--- config.mk ---
export PLATFORM = sky130hd
export DESIGN_NAME = byte_stream_writer_leb128_top
export DESIGN_NICKNAME = d
export VERILOG_FILES = /design/src/design/bsw_pkg.sv /design/src/design/bsw_fifo.sv /design/src/design/bsw_front.sv /design/src/design/bsw_back.sv /design/src/design/byte_stream_writer_leb128_top.sv
export SDC_FILE = /design/constraint.sdc
export NUM_CORES = 1
export LEC_CHECK = 0
export BUFFER_PORTS_ARGS = -buffer_cell sky130_fd_sc_hd__buf_4
export CORE_ASPECT_RATIO = 0.8
export CORE_UTILIZATION = 40
export CTS_CLUSTER_SIZE = 28
export DETAILED_ROUTE_END_ITERATION = 8
export GPL_TIMING_DRIVEN = 0
export PLACE_DENSITY = 0.7
export REMOVE_ABC_BUFFERS = 1
export SETUP_SLACK_MARGIN = 0.1
export SYNTH_ARGS = -nofsm -noshare
export SYNTH_HDL_FRONTEND = slang
export SYNTH_SLANG_ARGS = --single-unit
--- constraint.sdc ---
create_clock -name clk -period 7.7 [get_ports clk]
set_input_delay 0.77 -clock clk [delete_from_list [all_inputs] [get_ports clk]]
set_output_delay 0.77 -clock clk [all_outputs]
set_load 0.02 [all_outputs]
--- src/design/bsw_pkg.sv ---
package bsw_pkg;

  // operation codes on in_func
  localparam logic [2:0] FUNC_BYTE    = 3'd0;
  localparam logic [2:0] FUNC_HALF    = 3'd1;
  localparam logic [2:0] FUNC_WORD    = 3'd2;
  localparam logic [2:0] FUNC_LEB     = 3'd3;
  localparam logic [2:0] FUNC_RESTART = 3'd4;

  // register index, taken from the word address
  localparam logic REG_CAPACITY = 1'b0;

  localparam logic [31:0] CAPACITY_RESET = 32'hffff_ffff;

  typedef enum logic [1:0] {
    K_FIXED,
    K_LEB,
    K_RESTART,
    K_NOP
  } kind_t;

  // classified command between front and back
  typedef struct packed {
    kind_t       kind;
    logic [2:0]  nbytes;
    logic [31:0] value;
  } cmd_t;

  typedef struct packed {
    logic [7:0] out_byte;
    logic       byte_valid;
    logic       last;
    logic       overflow;
  } res_t;

endpackage

--- src/design/bsw_fifo.sv ---
module bsw_fifo #(
  parameter int WIDTH = 8,
  parameter int DEPTH = 2
) (
  input  logic             clk,
  input  logic             rst_n,
  input  logic             push,
  input  logic [WIDTH-1:0] push_data,
  output logic             full,
  input  logic             pop,
  output logic [WIDTH-1:0] pop_data,
  output logic             empty
);

  // depth must be a power of two, at least two
  localparam int AW = (DEPTH > 1) ? $clog2(DEPTH) : 1;

  logic [WIDTH-1:0] mem_r [DEPTH];
  logic [AW:0]      wr_ptr_r;
  logic [AW:0]      rd_ptr_r;
  logic             do_push;
  logic             do_pop;

  assign empty    = (wr_ptr_r == rd_ptr_r);
  assign full     = (wr_ptr_r[AW] != rd_ptr_r[AW]) &&
                    (wr_ptr_r[AW-1:0] == rd_ptr_r[AW-1:0]);
  assign do_push  = push && !full;
  assign do_pop   = pop && !empty;
  assign pop_data = mem_r[rd_ptr_r[AW-1:0]];

  always_ff @(posedge clk) begin
    if (!rst_n) begin
      wr_ptr_r <= '0;
      rd_ptr_r <= '0;
    end else begin
      if (do_push) begin
        wr_ptr_r <= wr_ptr_r + (AW+1)'(1);
      end
      if (do_pop) begin
        rd_ptr_r <= rd_ptr_r + (AW+1)'(1);
      end
    end
  end

  always_ff @(posedge clk) begin
    if (do_push) begin
      mem_r[wr_ptr_r[AW-1:0]] <= push_data;
    end
  end

endmodule

--- src/design/bsw_front.sv ---
module bsw_front (
  input  logic          [2:0]  in_func,
  input  logic          [31:0] in_value,
  output bsw_pkg::cmd_t        cmd
);
  import bsw_pkg::*;

  always_comb begin
    cmd.kind   = K_NOP;
    cmd.nbytes = 3'd0;
    cmd.value  = '0;
    case (in_func)
      FUNC_BYTE: begin
        cmd.kind   = K_FIXED;
        cmd.nbytes = 3'd1;
        cmd.value  = {24'd0, in_value[7:0]};
      end
      FUNC_HALF: begin
        cmd.kind   = K_FIXED;
        cmd.nbytes = 3'd2;
        cmd.value  = {16'd0, in_value[15:0]};
      end
      FUNC_WORD: begin
        cmd.kind   = K_FIXED;
        cmd.nbytes = 3'd4;
        cmd.value  = in_value;
      end
      FUNC_LEB: begin
        cmd.kind   = K_LEB;
        cmd.value  = in_value;
      end
      FUNC_RESTART: begin
        cmd.kind   = K_RESTART;
      end
      default: begin
        cmd.kind   = K_NOP;
      end
    endcase
  end

endmodule

--- src/design/bsw_back.sv ---
module bsw_back (
  input  logic                 clk,
  input  logic                 rst_n,
  input  bsw_pkg::cmd_t        cmd,
  input  logic                 cmd_empty,
  output logic                 cmd_pop,
  input  logic          [31:0] capacity,
  input  logic                 res_full,
  output logic                 res_push,
  output bsw_pkg::res_t        res
);
  import bsw_pkg::*;

  typedef enum logic {
    ST_IDLE,
    ST_RUN
  } state_t;

  state_t      state_r, state_nxt;
  kind_t       kind_r, kind_nxt;
  logic [31:0] val_r, val_nxt;
  logic [2:0]  n_r, n_nxt;
  logic        chk_r, chk_nxt;
  logic [31:0] count_r, count_nxt;
  logic        ovf_r, ovf_nxt;
  logic        step;
  logic        done;
  logic        more;
  logic        room_fixed;

  // room for the whole fixed write, sum kept one bit wider so it cannot wrap
  assign room_fixed = ({1'b0, count_r} + 33'(n_r)) <= {1'b0, capacity};
  assign more       = |val_r[31:7];
  assign step       = (state_r == ST_RUN) && !res_full;
  assign res_push   = step;

  always_comb begin
    res.out_byte   = 8'd0;
    res.byte_valid = 1'b0;
    res.last       = 1'b1;
    res.overflow   = ovf_r;
    done      = 1'b0;
    count_nxt = count_r;
    ovf_nxt   = ovf_r;
    val_nxt   = val_r;
    n_nxt     = n_r;
    chk_nxt   = chk_r;
    kind_nxt  = kind_r;
    state_nxt = state_r;

    if (step) begin
      case (kind_r)
        K_RESTART: begin
          count_nxt    = '0;
          ovf_nxt      = 1'b0;
          res.overflow = 1'b0;
          done         = 1'b1;
        end
        K_FIXED: begin
          if (!chk_r && (ovf_r || !room_fixed)) begin
            ovf_nxt      = 1'b1;
            res.overflow = 1'b1;
            done         = 1'b1;
          end else begin
            res.out_byte   = val_r[7:0];
            res.byte_valid = 1'b1;
            res.last       = (n_r == 3'd1);
            count_nxt      = count_r + 32'd1;
            val_nxt        = {8'd0, val_r[31:8]};
            n_nxt          = n_r - 3'd1;
            chk_nxt        = 1'b1;
            done           = (n_r == 3'd1);
          end
        end
        K_LEB: begin
          // one byte of room is count + 1 <= capacity
          if (ovf_r || (count_r >= capacity)) begin
            ovf_nxt      = 1'b1;
            res.overflow = 1'b1;
            done         = 1'b1;
          end else begin
            res.out_byte   = {more, val_r[6:0]};
            res.byte_valid = 1'b1;
            res.last       = !more;
            count_nxt      = count_r + 32'd1;
            val_nxt        = {7'd0, val_r[31:7]};
            done           = !more;
          end
        end
        default: begin
          done = 1'b1;
        end
      endcase
    end

    cmd_pop = !cmd_empty && ((state_r == ST_IDLE) || done);

    if (cmd_pop) begin
      kind_nxt  = cmd.kind;
      val_nxt   = cmd.value;
      n_nxt     = cmd.nbytes;
      chk_nxt   = 1'b0;
      state_nxt = ST_RUN;
    end else if (done) begin
      state_nxt = ST_IDLE;
    end
  end

  always_ff @(posedge clk) begin
    if (!rst_n) begin
      state_r <= ST_IDLE;
      count_r <= '0;
      ovf_r   <= 1'b0;
      chk_r   <= 1'b0;
      kind_r  <= K_NOP;
      n_r     <= 3'd0;
    end else begin
      state_r <= state_nxt;
      count_r <= count_nxt;
      ovf_r   <= ovf_nxt;
      chk_r   <= chk_nxt;
      kind_r  <= kind_nxt;
      n_r     <= n_nxt;
    end
  end

  always_ff @(posedge clk) begin
    val_r <= val_nxt;
  end

endmodule

--- src/design/byte_stream_writer_leb128_top.sv ---
// channel   direction  handshake        beat
// input     in         push / full      in_func, in_value
// result    out        empty / pop      out_byte, out_byte_valid, out_last, out_overflow
// config    in         psel / penable   capacity at word 0 (paddr 0)
//
// the back sequencer gives one result beat a cycle while the result queue has room: a byte write gives 1 beat,
// a half 2, a word 4, an leb128 value 1 to 5, any status result 1
// a new command is taken from the command queue in the cycle the last beat goes out
// reset is synchronous; byte count and overflow clear, capacity returns to all ones
// a full result queue stalls the back end only; the front keeps filling its queue
module byte_stream_writer_leb128_top #(
  parameter int CMD_DEPTH = 2,
  parameter int RES_DEPTH = 2
) (
  input  logic        clk,
  input  logic        rst_n,
  input  logic        push,
  output logic        full,
  input  logic [2:0]  in_func,
  input  logic [31:0] in_value,
  output logic        empty,
  input  logic        pop,
  output logic [7:0]  out_byte,
  output logic        out_byte_valid,
  output logic        out_last,
  output logic        out_overflow,
  input  logic        psel,
  input  logic        penable,
  input  logic        pwrite,
  input  logic [2:0]  paddr,
  input  logic [31:0] pwdata,
  output logic [31:0] prdata,
  output logic        pready
);
  import bsw_pkg::*;

  cmd_t        front_cmd;
  cmd_t        back_cmd;
  logic [$bits(cmd_t)-1:0] cmd_q_data;
  logic        cmd_empty;
  logic        cmd_pop;
  res_t        back_res;
  res_t        out_res;
  logic [$bits(res_t)-1:0] res_q_data;
  logic        res_full;
  logic        res_push;
  logic [31:0] capacity_r;
  logic        cap_sel;

  // register index is the word address
  assign cap_sel = (paddr[2] == REG_CAPACITY);
  assign pready  = 1'b1;
  assign prdata  = cap_sel ? capacity_r : 32'd0;

  always_ff @(posedge clk) begin
    if (!rst_n) begin
      capacity_r <= CAPACITY_RESET;
    end else if (psel && penable && pwrite && pready && cap_sel) begin
      capacity_r <= pwdata;
    end
  end

  bsw_front u_front (
    .in_func  (in_func),
    .in_value (in_value),
    .cmd      (front_cmd)
  );

  bsw_fifo #(
    .WIDTH ($bits(cmd_t)),
    .DEPTH (CMD_DEPTH)
  ) u_cmd_q (
    .clk       (clk),
    .rst_n     (rst_n),
    .push      (push),
    .push_data (front_cmd),
    .full      (full),
    .pop       (cmd_pop),
    .pop_data  (cmd_q_data),
    .empty     (cmd_empty)
  );

  assign back_cmd = cmd_t'(cmd_q_data);

  bsw_back u_back (
    .clk       (clk),
    .rst_n     (rst_n),
    .cmd       (back_cmd),
    .cmd_empty (cmd_empty),
    .cmd_pop   (cmd_pop),
    .capacity  (capacity_r),
    .res_full  (res_full),
    .res_push  (res_push),
    .res       (back_res)
  );

  bsw_fifo #(
    .WIDTH ($bits(res_t)),
    .DEPTH (RES_DEPTH)
  ) u_res_q (
    .clk       (clk),
    .rst_n     (rst_n),
    .push      (res_push),
    .push_data (back_res),
    .full      (res_full),
    .pop       (pop),
    .pop_data  (res_q_data),
    .empty     (empty)
  );

  assign out_res        = res_t'(res_q_data);
  assign out_byte       = out_res.out_byte;
  assign out_byte_valid = out_res.byte_valid;
  assign out_last       = out_res.last;
  assign out_overflow   = out_res.overflow;

endmodule

==> metrics.csv <==
metric,value,unit
top cell type by total area after synthesis,edfxtp_1,
Final Setup Violations,0,
vias in the first global route,7837,
Post-DRT Antenna Nets,0,
critical path launch point,u_back.n_r[0],
Port Buffers,119,
Max VDD drop,294,uV
worst setup path endpoint,u_back.val_r[19],
Die Span Y,152,um
FF-to-FF End,u_back.val_r[19],
Synth Area per Inst,10.3,um^2
Slew Limit Headroom,25.3,%
die area,0.0290,mm^2
post_cts resized,0,
P_leak,0.00559,uW
CP peak stage delay,0.61,ns
Initial Util,41.1,%
TNS Setup,0,ns
hold_ws,0.477,ns
Max Slew Vio Count,0,
worst path cell trace,ha_1 > inv_1 > fa_1 > nor2b_1 > o211ai_2 > or2_2 > nor4_1 > xor2_1 > ha_1 > a21o_1 > a21oi_1 > o21ai_1 > or4_4 > nor4_1 > nor2_1 > a41oi_4 > buf_16 > buf_12 > nand2_2,
buffer count from post-CTS setup fixing,0,
routed len/inst,16.5,um
Async SR Flop Fraction,0,%
Area contributors post-synth,"edfxtp_1, dfxtp_1, ha_1",
CP Depth,19,
global-route wire length before repair,41600,um
depth of the CTS H-tree,1,
# diodes,0,
CP max FO,33,
R2R Setup Slk,1.41,ns
routed wire length,26000,um
final worst-path cycle share,81.7,%
CP arrival,6.37,ns
drc violations,0,
Tmin final,6.29,ns
post-synth top area share,34.0,%
worst min-delay path class,primary input to register,
Fillers,2511,
layout cell share with drive strength beyond 1,18.0,%
register bit count reported by yosys,210,
P&R area growth vs syn,17.9,%
"EDFF count, synth",128,
Via density,5.34,
Ports,123,
GP Congestion,0.895,
total power,4310,uW
cell with the most instances after synthesis,edfxtp_1,
Pwr Density,323,mW/mm^2
worst endpoint required time,7.78,ns
vias,8422,
violation count after the first detailed-route iteration,625,
Worst Max-Slew Pin Slew,1.12,ns
antenna violations before repair,0,
Crit path max-delay family,simple AND/OR/NAND/NOR gates,
post-route cell area,0.0133,mm^2
CTS Buffer Depth,3,
total track usage,17.8,%
total gr overflow,0,
Reg2Reg Depth,19,
1st-pass router iterations,5,
Main synth FF type,edfxtp_1,
critical path's slowest cell,a41oi_4,
Seq. cell area,0.00549,mm^2
Worst setup EP type,register,
f_max,159,MHz
clock buffer count from CTS,24,
CTS sink count,210,
Syn Inst Count,1103,
Clock Latency Late Sink,0.51,ns
Die X,190,um
final-stage net count,1343,
FP Rows,54,
Post-Synthesis Cell Area,0.0113,mm^2
CP startpoint kind,register,
unrepaired setup endpoints after global routing,false,
"Hold Vio Cnt, Final",0,
Placement Cell Area,0.0125,mm^2
Netlist cell types,71,
Crit path buffers/inverters,3,
commonest cells in the netlist,"edfxtp_1, nor2_1, nand2_1, dfxtp_1, ha_1",
CTS tree,yes,
HPWL after DPL,18800,um
hold buffers post-CTS,0,
largest net degree at the start of global routing,51,
synth warn,0,
clk_skew,0.0130,ns
r2r startpoint,u_back.n_r[0],
core area,0.0276,mm^2
sequential share of the synthesized area,48.5,%
status,finished clean,
crit path kind,register to register,
max-cap violation count,0,
CTS root buf,clkbuf_16,
area occupied by multi-input gates,0.00533,mm^2
clock slew at reported path FFs,0.07,ns
[registers in the layout (all words and copies together), names as in the netlist, named ones only]
name              cells
capacity_r           32
u_back.chk_r          1
u_back.count_r       32
u_back.kind_r         2
u_back.n_r            3
u_back.ovf_r          1
u_back.state_r        1
u_back.val_r         32
u_cmd_q.mem_r        74
u_cmd_q.rd_ptr_r      2
u_cmd_q.wr_ptr_r      2
u_res_q.mem_r        22
u_res_q.rd_ptr_r      2
u_res_q.wr_ptr_r      2
[power by group]
group	switching, uW	total [uW]	leakage [uW]	internal [uW]
clock	469	1140	0.000382	675
sequential	148	1770	0.00190	1620
combinational	862	1390	0.00331	530
total	1480	4310	0.00559	2830
[metrics by stage]
stage / util (%) / setup WS (ns) / instances
finish: 48.4 / 1.41 / 1577
global route: 48.4 / 1.02 / 1577
CTS: 48.4 / 0.971 / 1577
detailed placement: 45.5 / 1.03 / 1533
global placement: 44.8 / -1.17 / 1526
floorplan: - / 0.841 / 1043
[cell type report]
cell class	instances	area share (%)
Clock buffer	29	4.88
Clock inverter	15	1.14
Inverter	61	1.72
Multi-Input combinational cell	772	40.0
Sequential cell	210	41.1
Tap cell	364	3.41
Timing Repair Buffer	126	7.77
[kinds of logic after synthesis]
family / count (synthesis) / synth area share, %
simple gates: 389 / 17.7
compound gates: 215 / 13.0
flops: 210 / 48.5
buf+inv: 121 / 4.75
fa+ha+maj: 71 / 7.91
mux: 50 / 4.59
xor+xnor: 46 / 3.56
other cells: 1 / 0.0331
[routing by layer]
metal	global-route usage, %	up-vias	wire [um]
li1	-	4202	-
met1	26.7	3954	13000
met2	26.5	231	11100
met3	2.90	35	1390
met4	4.26	0	524
met5	0	-	0
[tightest hold or removal path: cells and delay by family]
| kind | cells | cell delay, ns |
|---|---|---|
| and+or+nand+nor | 1 | 0.04 |
| AOI/OAI and AO/OA | 1 | 0.07 |
| buffers and inverters | 1 | 0.07 |
[layout by cell type, fill, tap and decap left out, types with 4 or more instances in the layout]
| cell | instances |
|---|---|
| edfxtp_1 | 128 |
| buf_4 | 120 |
| nor2_1 | 94 |
| nand2_1 | 90 |
| dfxtp_1 | 81 |
| ha_1 | 70 |
| a21oi_1 | 68 |
| inv_1 | 61 |
| nor2b_1 | 47 |
| o211ai_1 | 42 |
| mux2i_1 | 35 |
| a211oi_1 | 31 |
| xor2_1 | 26 |
| clkbuf_16 | 25 |
| and2_1 | 23 |
| nand3_1 | 22 |
| nand4_1 | 21 |
| xnor2_1 | 20 |
| nor3_1 | 19 |
| or4_1 | 17 |
| a21o_1 | 16 |
| mux2_2 | 15 |
| or3_1 | 13 |
| o21ai_0 | 12 |
| o31ai_1 | 9 |
| and3_1 | 8 |
| nor4_1 | 7 |
| or2_2 | 6 |
| o21ai_2 | 6 |
| o21ai_1 | 5 |
| buf_12 | 4 |
[worst min-delay path by stage]
stage	from	endpoint	slack, ns	cells after the start
final	pwdata[19]	capacity_r[19]	0.48	3
after global routing	pwdata[11]	capacity_r[11]	0.46	3
after CTS	pwdata[1]	capacity_r[1]	0.46	3
after detailed placement	u_back.count_r[23]	u_back.count_r[23]	0.51	2
after global placement	u_cmd_q.rd_ptr_r[1]	u_cmd_q.rd_ptr_r[1]	0.49	2
after floorplan	u_cmd_q.rd_ptr_r[1]	u_cmd_q.rd_ptr_r[1]	0.47	2
Note: power is estimated with default switching activity, not from simulation.
